File: src/hw/rtl/udpc_pkg.sv
// ----------------------------------------------------------------------------
// udpc_pkg
// Shared constants, types and microcode encoding of the up/down digipot
// controller.
// ----------------------------------------------------------------------------
package udpc_pkg;

    localparam int NUM_CHANNELS = 6;   // 1 .. 6
    localparam int WIPER_STEPS  = 64;  // 2 .. 64

    // Fixed field widths of the channels
    localparam int CMD_W     = 1;
    localparam int CHAN_W    = 3;
    localparam int TARGET_W  = 8;
    localparam int MASK_W    = 6;
    localparam int STEP_IDX_W = 6;

    localparam int POS_W    = $clog2(WIPER_STEPS);
    localparam int CH_IDX_W = (NUM_CHANNELS > 1) ? $clog2(NUM_CHANNELS) : 1;

    localparam logic [POS_W-1:0]  TOP_POS  = POS_W'(WIPER_STEPS - 1);
    localparam logic [MASK_W-1:0] ALL_MASK = MASK_W'((1 << NUM_CHANNELS) - 1);

    localparam logic [CMD_W-1:0] CMD_INIT = 1'b0;
    localparam logic [CMD_W-1:0] CMD_SET  = 1'b1;

    // Microcode addresses
    localparam int UADDR_W = 3;
    typedef logic [UADDR_W-1:0] uaddr_t;

    localparam uaddr_t UA_FETCH  = 3'd0;
    localparam uaddr_t UA_DECODE = 3'd1;
    localparam uaddr_t UA_CHKSET = 3'd2;
    localparam uaddr_t UA_LDSET  = 3'd3;
    localparam uaddr_t UA_LDINIT = 3'd4;
    localparam uaddr_t UA_EMIT   = 3'd5;
    localparam uaddr_t UA_DONE   = 3'd6;

    typedef enum logic [2:0] {
        COND_ALWAYS   = 3'd0,
        COND_IN_ACC   = 3'd1,
        COND_IS_INIT  = 3'd2,
        COND_SKIP     = 3'd3,
        COND_OUT_FREE = 3'd4,
        COND_NOT_LAST = 3'd5,
        COND_NEVER    = 3'd6
    } cond_t;

    // One control word per microcode step
    typedef struct packed {
        logic   accept_in;  // input channel ready during this step
        logic   load_set;   // set up a run for one channel
        logic   load_init;  // set up the all-channel init run
        logic   emit;       // push one step result when the output slot is free
        cond_t  wait_cond;  // stay on this step until true
        cond_t  jmp_cond;   // jump when true, else fall through
        uaddr_t jmp_addr;
    } ctrl_t;

    // Status from the datapath to the sequencer
    typedef struct packed {
        logic in_acc;
        logic is_init;
        logic skip;
        logic out_free;
        logic last;
    } flags_t;

endpackage

File: src/hw/rtl/udpc_ucode_rom.sv
// ----------------------------------------------------------------------------
// udpc_ucode_rom
// Read-only microprogram: maps the step counter to a control word.
// ----------------------------------------------------------------------------
module udpc_ucode_rom (
    input  udpc_pkg::uaddr_t upc,
    output udpc_pkg::ctrl_t  ctrl
);

    function automatic udpc_pkg::ctrl_t word(
        input logic             acc,
        input logic             lset,
        input logic             linit,
        input logic             emt,
        input udpc_pkg::cond_t  wc,
        input udpc_pkg::cond_t  jc,
        input udpc_pkg::uaddr_t ja
    );
        udpc_pkg::ctrl_t w;
        w.accept_in = acc;
        w.load_set  = lset;
        w.load_init = linit;
        w.emit      = emt;
        w.wait_cond = wc;
        w.jmp_cond  = jc;
        w.jmp_addr  = ja;
        return w;
    endfunction

    always_comb begin
        unique case (upc)
            udpc_pkg::UA_FETCH:
                ctrl = word(1'b1, 1'b0, 1'b0, 1'b0, udpc_pkg::COND_IN_ACC,
                            udpc_pkg::COND_NEVER, udpc_pkg::UA_FETCH);
            udpc_pkg::UA_DECODE:
                ctrl = word(1'b0, 1'b0, 1'b0, 1'b0, udpc_pkg::COND_ALWAYS,
                            udpc_pkg::COND_IS_INIT, udpc_pkg::UA_LDINIT);
            udpc_pkg::UA_CHKSET:
                ctrl = word(1'b0, 1'b0, 1'b0, 1'b0, udpc_pkg::COND_ALWAYS,
                            udpc_pkg::COND_SKIP, udpc_pkg::UA_FETCH);
            udpc_pkg::UA_LDSET:
                ctrl = word(1'b0, 1'b1, 1'b0, 1'b0, udpc_pkg::COND_ALWAYS,
                            udpc_pkg::COND_ALWAYS, udpc_pkg::UA_EMIT);
            udpc_pkg::UA_LDINIT:
                ctrl = word(1'b0, 1'b0, 1'b1, 1'b0, udpc_pkg::COND_ALWAYS,
                            udpc_pkg::COND_NEVER, udpc_pkg::UA_FETCH);
            udpc_pkg::UA_EMIT:
                ctrl = word(1'b0, 1'b0, 1'b0, 1'b1, udpc_pkg::COND_OUT_FREE,
                            udpc_pkg::COND_NOT_LAST, udpc_pkg::UA_EMIT);
            udpc_pkg::UA_DONE:
                ctrl = word(1'b0, 1'b0, 1'b0, 1'b0, udpc_pkg::COND_ALWAYS,
                            udpc_pkg::COND_ALWAYS, udpc_pkg::UA_FETCH);
            default:
                ctrl = word(1'b0, 1'b0, 1'b0, 1'b0, udpc_pkg::COND_ALWAYS,
                            udpc_pkg::COND_ALWAYS, udpc_pkg::UA_FETCH);
        endcase
    end

endmodule

File: src/hw/rtl/udpc_datapath.sv
// ----------------------------------------------------------------------------
// udpc_datapath
// Wiper position registers, run counters and the result output register.
// ----------------------------------------------------------------------------
module udpc_datapath (
    input  logic                              aclk,
    input  logic                              aresetn,
    input  udpc_pkg::ctrl_t                   ctrl,
    output udpc_pkg::flags_t                  flags,
    input  logic                              s_valid,
    output logic                              s_ready,
    input  logic [udpc_pkg::CMD_W-1:0]        s_cmd,
    input  logic [udpc_pkg::CHAN_W-1:0]       s_channel,
    input  logic [udpc_pkg::TARGET_W-1:0]     s_target,
    output logic                              m_valid,
    input  logic                              m_ready,
    output logic [udpc_pkg::MASK_W-1:0]       m_select_mask,
    output logic                              m_step_up,
    output logic [udpc_pkg::STEP_IDX_W-1:0]   m_step_index,
    output logic                              m_last_step
);

    logic [udpc_pkg::CMD_W-1:0]      cmd_reg;
    logic [udpc_pkg::CHAN_W-1:0]     chan_reg;
    logic [udpc_pkg::TARGET_W-1:0]   target_reg;

    logic [udpc_pkg::POS_W-1:0]      wiper_reg [udpc_pkg::NUM_CHANNELS];

    logic [udpc_pkg::MASK_W-1:0]     run_mask_reg;
    logic                            run_up_reg;
    logic [udpc_pkg::POS_W-1:0]      cnt_m1_reg;
    logic [udpc_pkg::POS_W-1:0]      idx_reg;

    logic                            m_valid_reg;
    logic [udpc_pkg::MASK_W-1:0]     m_mask_reg;
    logic                            m_up_reg;
    logic [udpc_pkg::STEP_IDX_W-1:0] m_idx_reg;
    logic                            m_last_reg;

    logic                            in_acc;
    logic                            chan_ok;
    logic [udpc_pkg::CH_IDX_W-1:0]   ch_idx;
    logic [udpc_pkg::POS_W-1:0]      tgt;
    logic [udpc_pkg::POS_W-1:0]      cur;
    logic                            go_up;
    logic [udpc_pkg::POS_W-1:0]      diff;
    logic                            out_free;
    logic                            last;
    logic                            do_emit;

    // No transaction is taken while reset is held
    assign s_ready = ctrl.accept_in & aresetn;
    assign in_acc  = s_valid & s_ready;

    assign chan_ok = (chan_reg < udpc_pkg::CHAN_W'(udpc_pkg::NUM_CHANNELS));
    assign ch_idx  = chan_reg[udpc_pkg::CH_IDX_W-1:0];
    assign tgt     = (target_reg > udpc_pkg::TARGET_W'(udpc_pkg::WIPER_STEPS - 1))
                   ? udpc_pkg::TOP_POS : target_reg[udpc_pkg::POS_W-1:0];
    assign cur     = chan_ok ? wiper_reg[ch_idx] : udpc_pkg::TOP_POS;
    assign go_up   = (cur < tgt);
    assign diff    = go_up ? (tgt - cur) : (cur - tgt);

    assign out_free = ~m_valid_reg | m_ready;
    assign last     = (idx_reg == cnt_m1_reg);
    assign do_emit  = ctrl.emit & out_free;

    assign flags.in_acc   = in_acc;
    assign flags.is_init  = (cmd_reg == udpc_pkg::CMD_INIT);
    assign flags.skip     = ~chan_ok | (cur == tgt);
    assign flags.out_free = out_free;
    assign flags.last     = last;

    // Latched command
    always_ff @(posedge aclk) begin
        if (in_acc) begin
            cmd_reg    <= s_cmd;
            chan_reg   <= s_channel;
            target_reg <= s_target;
        end
    end

    // Kept wiper positions
    always_ff @(posedge aclk) begin
        if (!aresetn || ctrl.load_init) begin
            for (int i = 0; i < udpc_pkg::NUM_CHANNELS; i++) begin
                wiper_reg[i] <= udpc_pkg::TOP_POS;
            end
        end else if (ctrl.load_set) begin
            wiper_reg[ch_idx] <= tgt;
        end
    end

    // Run setup and step counter
    always_ff @(posedge aclk) begin
        if (ctrl.load_init) begin
            run_mask_reg <= udpc_pkg::ALL_MASK;
            run_up_reg   <= 1'b1;
            cnt_m1_reg   <= udpc_pkg::TOP_POS;
            idx_reg      <= '0;
        end else if (ctrl.load_set) begin
            run_mask_reg <= udpc_pkg::MASK_W'(1 << ch_idx);
            run_up_reg   <= go_up;
            cnt_m1_reg   <= diff - 1'b1;
            idx_reg      <= '0;
        end else if (do_emit) begin
            idx_reg      <= idx_reg + 1'b1;
        end
    end

    // Output register
    always_ff @(posedge aclk) begin
        if (!aresetn) begin
            m_valid_reg <= 1'b0;
        end else if (do_emit) begin
            m_valid_reg <= 1'b1;
        end else if (m_ready) begin
            m_valid_reg <= 1'b0;
        end
    end

    always_ff @(posedge aclk) begin
        if (do_emit) begin
            m_mask_reg <= run_mask_reg;
            m_up_reg   <= run_up_reg;
            m_idx_reg  <= udpc_pkg::STEP_IDX_W'(idx_reg);
            m_last_reg <= last;
        end
    end

    assign m_valid       = m_valid_reg;
    assign m_select_mask = m_mask_reg;
    assign m_step_up     = m_up_reg;
    assign m_step_index  = m_idx_reg;
    assign m_last_step   = m_last_reg;

endmodule

File: src/hw/rtl/updown_digipot_controller.sv
// A set is accepted in FETCH and passes DECODE, CHKSET and LDSET before EMIT, an init
//   passes DECODE and LDINIT. EMIT gives one step result per cycle while m_ready is high; a
//   command holds the sequencer until DONE, and a skipped set goes from CHKSET to FETCH.
// The rate is set by the single microcode step EMIT, which repeats until the last step.
// Reset (aresetn low, synchronous): all wiper positions read 63, no result pending.
// ----------------------------------------------------------------------------
// updown_digipot_controller
// Microcoded controller for six shared-line up/down digital potentiometers.
// ----------------------------------------------------------------------------
module updown_digipot_controller (
    input  logic                              aclk,
    input  logic                              aresetn,
    input  logic                              s_valid,
    output logic                              s_ready,
    input  logic [udpc_pkg::CMD_W-1:0]        s_cmd,
    input  logic [udpc_pkg::CHAN_W-1:0]       s_channel,
    input  logic [udpc_pkg::TARGET_W-1:0]     s_target,
    output logic                              m_valid,
    input  logic                              m_ready,
    output logic [udpc_pkg::MASK_W-1:0]       m_select_mask,
    output logic                              m_step_up,
    output logic [udpc_pkg::STEP_IDX_W-1:0]   m_step_index,
    output logic                              m_last_step
);

    udpc_pkg::uaddr_t upc_reg;
    udpc_pkg::uaddr_t upc_next;
    udpc_pkg::ctrl_t  ctrl;
    udpc_pkg::flags_t flags;
    logic             wait_ok;
    logic             jmp_ok;

    function automatic logic eval_cond(input udpc_pkg::cond_t c,
                                       input udpc_pkg::flags_t f);
        logic r;
        unique case (c)
            udpc_pkg::COND_ALWAYS:   r = 1'b1;
            udpc_pkg::COND_IN_ACC:   r = f.in_acc;
            udpc_pkg::COND_IS_INIT:  r = f.is_init;
            udpc_pkg::COND_SKIP:     r = f.skip;
            udpc_pkg::COND_OUT_FREE: r = f.out_free;
            udpc_pkg::COND_NOT_LAST: r = ~f.last;
            udpc_pkg::COND_NEVER:    r = 1'b0;
            default:                 r = 1'b0;
        endcase
        return r;
    endfunction

    udpc_ucode_rom u_rom (
        .upc  (upc_reg),
        .ctrl (ctrl)
    );

    udpc_datapath u_dp (
        .aclk          (aclk),
        .aresetn       (aresetn),
        .ctrl          (ctrl),
        .flags         (flags),
        .s_valid       (s_valid),
        .s_ready       (s_ready),
        .s_cmd         (s_cmd),
        .s_channel     (s_channel),
        .s_target      (s_target),
        .m_valid       (m_valid),
        .m_ready       (m_ready),
        .m_select_mask (m_select_mask),
        .m_step_up     (m_step_up),
        .m_step_index  (m_step_index),
        .m_last_step   (m_last_step)
    );

    assign wait_ok = eval_cond(ctrl.wait_cond, flags);
    assign jmp_ok  = eval_cond(ctrl.jmp_cond, flags);

    // Hold on a pending wait, else branch or fall through
    always_comb begin
        priority if (!wait_ok) begin
            upc_next = upc_reg;
        end else if (jmp_ok) begin
            upc_next = ctrl.jmp_addr;
        end else begin
            upc_next = upc_reg + 1'b1;
        end
    end

    always_ff @(posedge aclk) begin
        if (!aresetn) begin
            upc_reg <= udpc_pkg::UA_FETCH;
        end else begin
            upc_reg <= upc_next;
        end
    end

    a_upc_range: assert property (@(posedge aclk) disable iff (!aresetn)
        upc_reg <= udpc_pkg::UA_DONE)
        else $error("microcode address out of program");

    a_mask_nonzero: assert property (@(posedge aclk) disable iff (!aresetn)
        m_valid |-> (m_select_mask != '0))
        else $error("step result with no chip selected");

    a_down_onehot: assert property (@(posedge aclk) disable iff (!aresetn)
        (m_valid && !m_step_up) |-> $onehot(m_select_mask))
        else $error("decrement step on more than one channel");

    a_last_done: assert property (@(posedge aclk) disable iff (!aresetn)
        (upc_reg == udpc_pkg::UA_EMIT && flags.out_free && flags.last)
        |=> (upc_reg == udpc_pkg::UA_DONE && m_valid && m_last_step))
        else $error("final step did not end the run");

    a_no_input_in_run: assert property (@(posedge aclk) disable iff (!aresetn)
        (upc_reg == udpc_pkg::UA_EMIT) |-> !s_ready)
        else $error("input taken while a run is in progress");

endmodule
File: config.mk
export PLATFORM = sky130hd
export DESIGN_NAME = updown_digipot_controller
export DESIGN_NICKNAME = d
export VERILOG_FILES = /design/src/hw/rtl/udpc_pkg.sv /design/src/hw/rtl/udpc_ucode_rom.sv /design/src/hw/rtl/udpc_datapath.sv /design/src/hw/rtl/updown_digipot_controller.sv
export SDC_FILE = /design/constraint.sdc
export NUM_CORES = 1
export LEC_CHECK = 0
export CAP_MARGIN = 5
export CORE_MARGIN = 4
export CORE_UTILIZATION = 49
export CTS_CLUSTER_DIAMETER = 120
export CTS_CLUSTER_SIZE = 40
export DETAILED_ROUTE_END_ITERATION = 8
export DONT_BUFFER_PORTS = 1
export SLEW_MARGIN = 40
export SYNTH_ARGS = -nofsm -noshare
export SYNTH_HDL_FRONTEND = slang
export SYNTH_HIERARCHICAL = 1
export SYNTH_SLANG_ARGS = --single-unit
File: constraint.sdc
create_clock -name aclk -period 3.6 [get_ports aclk]
set_input_delay 0.18 -clock aclk [delete_from_list [all_inputs] [get_ports aclk]]
set_output_delay 0.18 -clock aclk [all_outputs]
set_load 0.05 [all_outputs]
* Yosys cells after proc, flatten, opt, wreduce, memory -nomap -nowiden
Memory sizes are Yosys's and may differ from the RTL's. A register that Yosys moved wholly into a read port is not among the register bits. Index checks and enable logic that the tools add are counted.
Storage, ports and cells: flip-flop bits (word level) 49, input bits 16, logic and storage cells 75, bits in writable memories 36, output and inout port bits 16, memories 1
Operators by class: bitwise operators 9, add/sub/neg operators 5, multiplexer cells 18, shift operators 1, magnitude comparators 3, equality and inequality tests 17, reduce and logical (&&, ||, !) cells 8
Memories:
- u_dp.wiper_reg | depth 6, bits a word 6, rd ports 1, clocked after Yosys merged registers in 1, write ports 6, line udpc_datapath.sv:27 | logic [udpc_pkg::POS_W-1:0] wiper_reg [udpc_pkg::NUM_CHANNELS];
Operators with widths (number):
- $pmux 13 s6 | 1
- $mux 6 | 4
- $eq 3x2->1 const B | 6
- $eq 3x3->1 const B | 6
- $eq 6x6->1 | 2
- $pmux 1 s6 | 2
- $sub 6x6->6 | 2
- $eq 3x1->1 const B | 3
- $logic_not 3->1 | 3
- $mux 3 | 3
- $gt 8x6->1 const B | 1
- $mux 1 | 8
- $add 6x1->6 const B | 1
- $lt 6x6->1 | 1
- $reduce_or 6->1 | 1
- $shl 1x3->6 const A | 1
- $sub 6x1->6 const B | 1
- $not 1->1 | 4
- $add 3x1->3 const B | 1
- $and 1x1->1 | 3
- $lt 3x3->1 const B | 1
- $or 1x1->1 | 2
- $reduce_bool 2->1 | 1
- $reduce_or 2->1 | 1
- other kinds (2) | 2

* Logic depth before layout (Yosys ltp)
Gate-level depths: netlist (run 1).
depth in word-level cells 7, depth in mapped cells 15, gate-level depth less buffers 14

* Modules after synthesis
The synthesis (run 1) kept the hierarchy.
Modules (own cells, without submodules):
- udpc_datapath | cells an instance 364, sequential area each 2682.6 µm², instances 1, area an instance 4509.3 µm²
- updown_digipot_controller | cells an instance 32, sequential area each 60.1 µm², instances 1, area an instance 255.2 µm²
- udpc_ucode_rom | cells an instance 19, sequential area each 0.0 µm², instances 1, area an instance 138.9 µm²

* Worst setup path before layout (run 1)
Ideal clock, no wire load.
path type flip-flop to flip-flop, start point register with a tool-made name, end point register u_dp/cnt_m1_reg[5] (netlist bit), stages on the path, launching flop included 16, data arrival time 3139 ps, path slack 342 ps, data required time 3481 ps, setup time 119 ps, period minus slack after synthesis 3258 ps, buffers on the path 1, cells stage by stage dfxtp_1 buf_2 mux4_2 nand2b_1 nand3_1 inv_1 ha_1 inv_1 fa_1 a21oi_2 o211ai_2 a2111o_1 o2111ai_1 nor3b_2 xor2_1 o21ai_1
RTL lines:
- end signal, assigned | line udpc_datapath.sv:98 | cnt_m1_reg <= udpc_pkg::TOP_POS;
- end signal, assigned | line udpc_datapath.sv:103 | cnt_m1_reg <= diff - 1'b1;
- end, declared | line udpc_datapath.sv:31 | logic [udpc_pkg::POS_W-1:0] cnt_m1_reg;

==> PnR_summary.wiki, run 1 <==
{| class="wikitable"
! Metric !! Value
|-
| Endpoint required time on the critical path || 3.85 ns
|-
| Ratio of routed vias to standard cells || 5.480
|-
| Root buffer selected by CTS || sky130_fd_sc_hd__clkbuf_8
|-
| Fraction of post-synthesis cell area in the top cell type by area || 45.32%
|-
| Reg clk slew, reported paths || 0.10 ns
|-
| Wire length after detailed routing || 9.852 mm
|-
| Worst hold slack || 0.02078 ns
|-
| Category of the critical setup timing path || reg2reg
|-
| Unrepaired setup endpoints after global routing || false
|-
| GRT overflow || 0
|-
| Sequential cell area fraction in the yosys report || 55.93%
|-
| TritonCTS clock tree || done
|-
| CP Capture Type || flip-flop
|-
| HPWL reported at the end of detailed placement || 7.130 mm
|-
| Worst hold path type || in2reg
|-
| Origin of the worst min-delay path || aresetn
|-
| Number of placed instances, taps included || 546
|-
| Final setup viols || 0
|-
| Number of CTS-inserted buffers || 9
|-
| # rows || 36
|-
| Skew-Pair Late Insertion Delay || 0.37 ns
|-
| Worst-path maximum fanout || 10
|-
| Count of clock tree sinks || 100
|-
| H-tree depth || 3
|-
| Cells taking the most area after synthesis || sky130_fd_sc_hd__edfxtp_1 45%, sky130_fd_sc_hd__dfxtp_1 11%, sky130_fd_sc_hd__mux4_2 5.5%
|-
| Most frequent cell after synthesis || sky130_fd_sc_hd__edfxtp_1
|-
| Core region area || 0.009774 sq mm
|-
| Max Slew Vio Count || 0
|-
| Share of final-layout standard cells stronger than drive strength 1 || 16.06%
|-
| Max reg flops || 48
|-
| Worst VDD drop || 0.3346 mV
|-
| Top FF cell, synth || sky130_fd_sc_hd__edfxtp_1
|-
| Number of remaining DRC errors || 0
|-
| Setup TNS Final || 0 ns
|-
| Post-CTS Setup Inserts || 0
|-
| Final antenna diode count || 0
|-
| Peak Freq || 0.2956 GHz
|-
| Buffers added on ports || 0
|-
| Async set-or-reset flop fraction in the synthesized netlist || 0%
|-
| Count of warnings emitted by yosys || 6
|-
| Post-synth top area cell || sky130_fd_sc_hd__edfxtp_1
|-
| Cells after Synth || 415
|-
| Final hold viol count || 0
|-
| Initial antenna violation count || 0
|-
| Pwr dens || 624.3 mW/mm^2
|-
| Count of flip-flops with a built-in enable after synthesis || 74
|-
| Crit-path max cell delay || 0.67 ns
|-
| Post-layout min period || 3.383 ns
|-
| Wire length of the first global-routing pass || 15.88 mm
|-
| Top cells by count, synth || 74 x sky130_fd_sc_hd__edfxtp_1, 57 x sky130_fd_sc_hd__nand2_1, 26 x sky130_fd_sc_hd__dfxtp_1, 26 x sky130_fd_sc_hd__nor2_1, 24 x sky130_fd_sc_hd__nand3_1
|-
| # IOs || 32
|-
| Number of max-capacitance violations reported || 0
|-
| Combined global-route utilization of all metal layers || 18.05%
|-
| Critical path cell sequence || mux4_2 -> nand2_1 -> nand3_1 -> inv_1 -> ha_1 -> inv_1 -> fa_1 -> a21oi_2 -> o211a_1 -> mux2i_1 -> ha_1 -> nand3_1 -> xnor2_1 -> a31oi_1
|-
| Max transition margin || 50.65%
|-
| Finished Layout Cells || 575
|-
| CP startpoint kind || flip-flop
|-
| Leakage power figure || 1.909 nW
|-
| Summed instance area of the synthesized netlist || 0.004903 sq mm
|-
| X dimension of the die || 108.0 microns
|-
| Worst Clk Skew || 0.007855 ns
|-
| Final-layout fill cell count || 827
|-
| Final Wtd Congestion || 0.8807
|-
| Critical-path cell with the highest stage delay || sky130_fd_sc_hd__dfxtp_1
|-
| Clock Tree Buf Depth || 2
|-
| #FFs+latches synth || 100
|-
| Mean instance size in the synthesized netlist || 11.82 sq um
|-
| Die height || 108.0 microns
|-
| Average detailed-routed wire length per instance || 17.13 microns
|-
| Pin count of the biggest net entering global routing || 21
|-
| Number of iterations in the first detailed-routing pass || 5
|-
| Synth-to-Final Area Change || 10.41%
|-
| Starting density of the core || 50.17%
|-
| Critical path's top delay family || adder cells
|-
| Remaining antenna violation count after routing || 0
|-
| Number of global-route vias before repair || 3036
|-
| 1st-iter DRT viols || 291
|-
| Routed vias || 3151
|-
| Period utilization || 93.96%
|-
| Worst Tran Pin Value || 0.7402 ns
|-
| Result of the run || completed
|-
| Buf/Inv on CP || 2
|-
| Net count of the finished layout || 469
|-
| Synth unique cells || 67
|-
| CP arrival || 3.63 ns
|-
| Die area || 0.01167 sq mm
|}
## cells in the final DEF (no fill, tap or decap), drive strengths merged, types with 4 or more instances in the layout
cell / count
a21oi: 16
a31oi: 4
buf: 20
clkbuf: 10
dfxtp: 26
dlygate4sd3: 13
edfxtp: 74
ha: 14
inv: 27
mux2i: 7
mux4: 12
nand2: 57
nand2b: 12
nand3: 26
nand4: 5
nor2: 26
nor3: 6
o211ai: 4
o21ai: 14
xnor2: 9
xor2: 8
## cell families after synthesis
group	synth area share, %
buffers and inverters	5.154
AND/OR/NAND/NOR	15.72
other	0.07648
AO/OA/AOI/OAI	8.063
XOR/XNOR	3.037
multiplexers	7.630
adder cells (fa/ha/maj)	4.389
flip-flops	55.93
## worst register-to-register path: stages (launching register included)
cell and delay (ns):
sky130_fd_sc_hd__dfxtp_1 0.67, sky130_fd_sc_hd__mux4_2 0.39, sky130_fd_sc_hd__nand2_1 0.09, sky130_fd_sc_hd__nand3_1 0.12, sky130_fd_sc_hd__inv_1 0.09, sky130_fd_sc_hd__ha_1 0.15
sky130_fd_sc_hd__inv_1 0.05, sky130_fd_sc_hd__fa_1 0.40, sky130_fd_sc_hd__a21oi_2 0.21, sky130_fd_sc_hd__o211a_1 0.23, sky130_fd_sc_hd__mux2i_1 0.27, sky130_fd_sc_hd__ha_1 0.22
sky130_fd_sc_hd__nand3_1 0.09, sky130_fd_sc_hd__xnor2_1 0.18, sky130_fd_sc_hd__a31oi_1 0.10
## per-stage QoR
step	utilization [%]	cell area (sq um)	total power, mW	setup slack (ns)
floorplan	-	4907	2.391	0.3416
global placement	51.78	5061	2.573	0.2618
detailed placement	51.78	5061	2.589	0.1938
CTS	55.38	5413	3.397	0.1688
global route	55.39	5414	3.592	0.01273
finish	55.39	5414	3.380	0.2175
## where the power goes
part	switching [mW]	leakage [nW]	internal (mW)	total, mW
sequential	0.145	0.841	1.39	1.54
clock	0.397	0.108	0.399	0.796
combinational	0.590	0.959	0.457	1.05
total	1.13	1.91	2.25	3.38
## timing repair
| item | 4_1_cts | 5_1_grt |
|---|---|---|
| setup endpoints to repair | 0 | 5 |
| hold endpoints to repair | 19 | 0 |
| hold buffers | 13 | 0 |
| resized for setup | 0 | 1 |
## area by class of cell
| cell class | count | area (sq um) | share of cell area (%) |
|---|---|---|---|
| multi-input cells | 269 | 1912 | 35.31 |
| repair buffers | 33 | 280.3 | 5.177 |
| clock inverters | 6 | 93.84 | 1.733 |
| well taps | 133 | 166.4 | 3.074 |
| flip-flops and latches | 100 | 2744 | 50.68 |
| inverters | 24 | 90.09 | 1.664 |
| clock buffers | 10 | 127.6 | 2.357 |
## routing by layer
| metal | share of wire, % | track usage (%) |
|---|---|---|
| met1 | 47 | 25.94 |
| met2 | 47 | 28.06 |
| met3 | 5.3 | 3.343 |
| met4 | 0.94 | 5.410 |
| met5 | 0 | 0 |
## final timing paths
check                               end  slack (ns)  cells after the start
setup reg to reg     u_dp/cnt_m1_reg[4]        0.22                     14
hold / removal               upc_reg[0]        0.02                      2
setup / recovery     u_dp/cnt_m1_reg[4]        0.22                     14
hold reg to reg   u_dp/m_select_mask[2]        0.44                      0
(Power assumes the default switching activity.)
==> run 2: changes to the inputs <==
CTS_BUF_LIST = sky130_fd_sc_hd__clkbuf_8   (was unset)
==> run 2 against run 1 <==
  * Via count increased by 0.48%
  * Clock-buffer cell count decreased by 1
  * Critical endpoint unchanged
  * Cell count unchanged
  * Largest cell class unchanged
==> PnR_summary.wiki, run 2 (synthesis results as in run 1) <==
{| class="wikitable"
! Metric !! Value
|-
| Final antenna diode count || 0
|-
| Buffers added on ports || 0
|-
| CP arrival || 3.63 ns
|-
| Pwr dens || 623.9 mW/mm^2
|-
| Origin of the worst min-delay path || aresetn
|-
| Post-layout min period || 3.386 ns
|-
| Root buffer selected by CTS || sky130_fd_sc_hd__clkbuf_8
|-
| Peak Freq || 0.2954 GHz
|-
| Number of iterations in the first detailed-routing pass || 5
|-
| Unrepaired setup endpoints after global routing || false
|-
| Number of remaining DRC errors || 0
|-
| Register share of total power || 45.5%
|-
| Count of clock tree sinks || 100
|-
| Remaining antenna violation count after routing || 0
|-
| Worst VDD drop || 0.3378 mV
|-
| Number of global-route vias before repair || 3036
|-
| Core region area || 0.009774 sq mm
|-
| Switching component of the power || 1.133 mW
|-
| Crit path setup slack, layout || 0.2144 ns
|-
| Skew-Pair Late Insertion Delay || 0.37 ns
|-
| Placed cell areas || 0.005061 sq mm
|-
| Endpoint required time on the critical path || 3.85 ns
|-
| Post-place setup slack || 0.1938 ns
|-
| 1st-iter DRT viols || 292
|-
| Worst Tran Pin Value || 0.7397 ns
|-
| Final Wtd Congestion || 0.8807
|-
| Final core utilization || 55.39%
|-
| Period utilization || 94.04%
|-
| Wire length after detailed routing || 9.847 mm
|-
| Number of max-capacitance violations reported || 0
|-
| Ratio of routed vias to standard cells || 5.506
|-
| H-tree depth || 3
|-
| HPWL reported at the end of detailed placement || 7.130 mm
|-
| GRT overflow || 0
|-
| Initial antenna violation count || 0
|-
| Internal power || 2.245 mW
|-
| # IOs || 32
|-
| Category of the critical setup timing path || reg2reg
|-
| Die area || 0.01167 sq mm
|-
| Worst-path maximum fanout || 10
|-
| Average detailed-routed wire length per instance || 17.13 microns
|-
| Routed vias || 3166
|-
| Worst Clk Skew || 0.007584 ns
|-
| Die height || 108.0 microns
|-
| TritonCTS clock tree || done
|-
| Pin count of the biggest net entering global routing || 21
|-
| Max transition margin || 50.69%
|-
| CP startpoint kind || flip-flop
|-
| Highest-count cells in the layout ignoring fill and taps || 74 x sky130_fd_sc_hd__edfxtp_1, 57 x sky130_fd_sc_hd__nand2_1, 26 x sky130_fd_sc_hd__nor2_1
|-
| Final setup viols || 0
|-
| Combined global-route utilization of all metal layers || 18.05%
|-
| Worst hold path type || in2reg
|-
| Max reg flops || 48
|-
| Setup TNS Final || 0 ns
|-
| Net count of the finished layout || 469
|-
| Reg clk slew, reported paths || 0.10 ns
|-
| Clock Tree Buf Depth || 2
|-
| Result of the run || completed
|-
| Final hold viol count || 0
|-
| Max Slew Vio Count || 0
|-
| Share of final-layout standard cells stronger than drive strength 1 || 16.06%
|-
| X dimension of the die || 108.0 microns
|-
| CP Capture Type || flip-flop
|-
| Number of CTS-inserted buffers || 9
|-
| Final-layout fill cell count || 827
|-
| # rows || 36
|-
| Switch share || 33.53%
|-
| Starting density of the core || 50.17%
|-
| Share of power burned in the clock network || 23.6%
|-
| Combinational share of power || 31.0%
|-
| Area of all placed cells without fillers || 0.005414 sq mm
|-
| Wire length of the first global-routing pass || 15.88 mm
|-
| Leakage power figure || 1.913 nW
|-
| Post-CTS Setup Inserts || 0
|-
| Commonest non-fill, non-tap cell in the layout || sky130_fd_sc_hd__edfxtp_1
|-
| Synth-to-Final Area Change || 10.41%
|}
[run 2: cell count changes in the layout (fill, tap and decap cells not counted), sizes merged]
| cell | before | now |
|---|---|---|
| clkbuf | 10 | 9 |
| inv | 27 | 28 |
[run 2: cell type report]
cell class	count	area, sq um	share of cell area [%]
Clock buffer	9	123.9	2.288
Timing Repair Buffer	33	280.3	5.177
Sequential cell	100	2744	50.68
Inverter	24	90.09	1.664
Tap cell	133	166.4	3.074
Clock inverter	7	97.59	1.803
Multi-Input combinational cell	269	1912	35.31
[run 2: final timing paths]
check	cells past startpoint	endpoint	slack [ns]
max reg2reg	14	u_dp/cnt_m1_reg[4]	0.21
min	2	upc_reg[0]	0.02
min reg2reg	0	u_dp/m_select_mask[2]	0.44
max	14	u_dp/cnt_m1_reg[4]	0.21
[run 2: power by group through the flow]
stage                     logic [mW]  registers [mW]  clock network [mW]
after floorplan                0.880            1.51                   0
after global placement          1.02            1.56                   0
after detailed placement        1.03            1.56                   0
after CTS                       1.05            1.54               0.810
after global routing            1.17            1.56               0.864
final                           1.05            1.54               0.796
[run 2: layer usage]
layer | part of all wire, % | track usage, %
met5 | 0 | 0
met4 | 0.69 | 5.410
met2 | 47 | 28.06
met1 | 47 | 25.94
met3 | 5.0 | 3.343
[run 2: through the flow]
stage          total power, mW  instances  hold WS, ns
6_report                 3.378        575      0.01907
5_1_grt                  3.590        575      0.02723
4_1_cts                  3.394        575      0.01066
3_5_place_dp             2.589        546       0.2789
3_3_place_gp             2.573        546       0.2789
2_1_floorplan            2.391        416       0.2789
[run 2: timing repair]
action / in CTS / in global routing
resized for setup: 0 / 1
hold buffers: 13 / 0
endpoints found under the setup margin: 0 / 5
endpoints found under the hold margin: 19 / 0
[run 2: worst max-delay path, stage by stage, from the launching register on]
cell and delay [ns]:
sky130_fd_sc_hd__dfxtp_1 0.67, sky130_fd_sc_hd__mux4_2 0.38, sky130_fd_sc_hd__nand2_1 0.09, sky130_fd_sc_hd__nand3_1 0.12, sky130_fd_sc_hd__inv_1 0.09, sky130_fd_sc_hd__ha_1 0.15
sky130_fd_sc_hd__inv_1 0.05, sky130_fd_sc_hd__fa_1 0.40, sky130_fd_sc_hd__a21oi_2 0.21, sky130_fd_sc_hd__o211a_1 0.23, sky130_fd_sc_hd__mux2i_1 0.27, sky130_fd_sc_hd__ha_1 0.22
sky130_fd_sc_hd__nand3_1 0.09, sky130_fd_sc_hd__xnor2_1 0.18, sky130_fd_sc_hd__a31oi_1 0.10
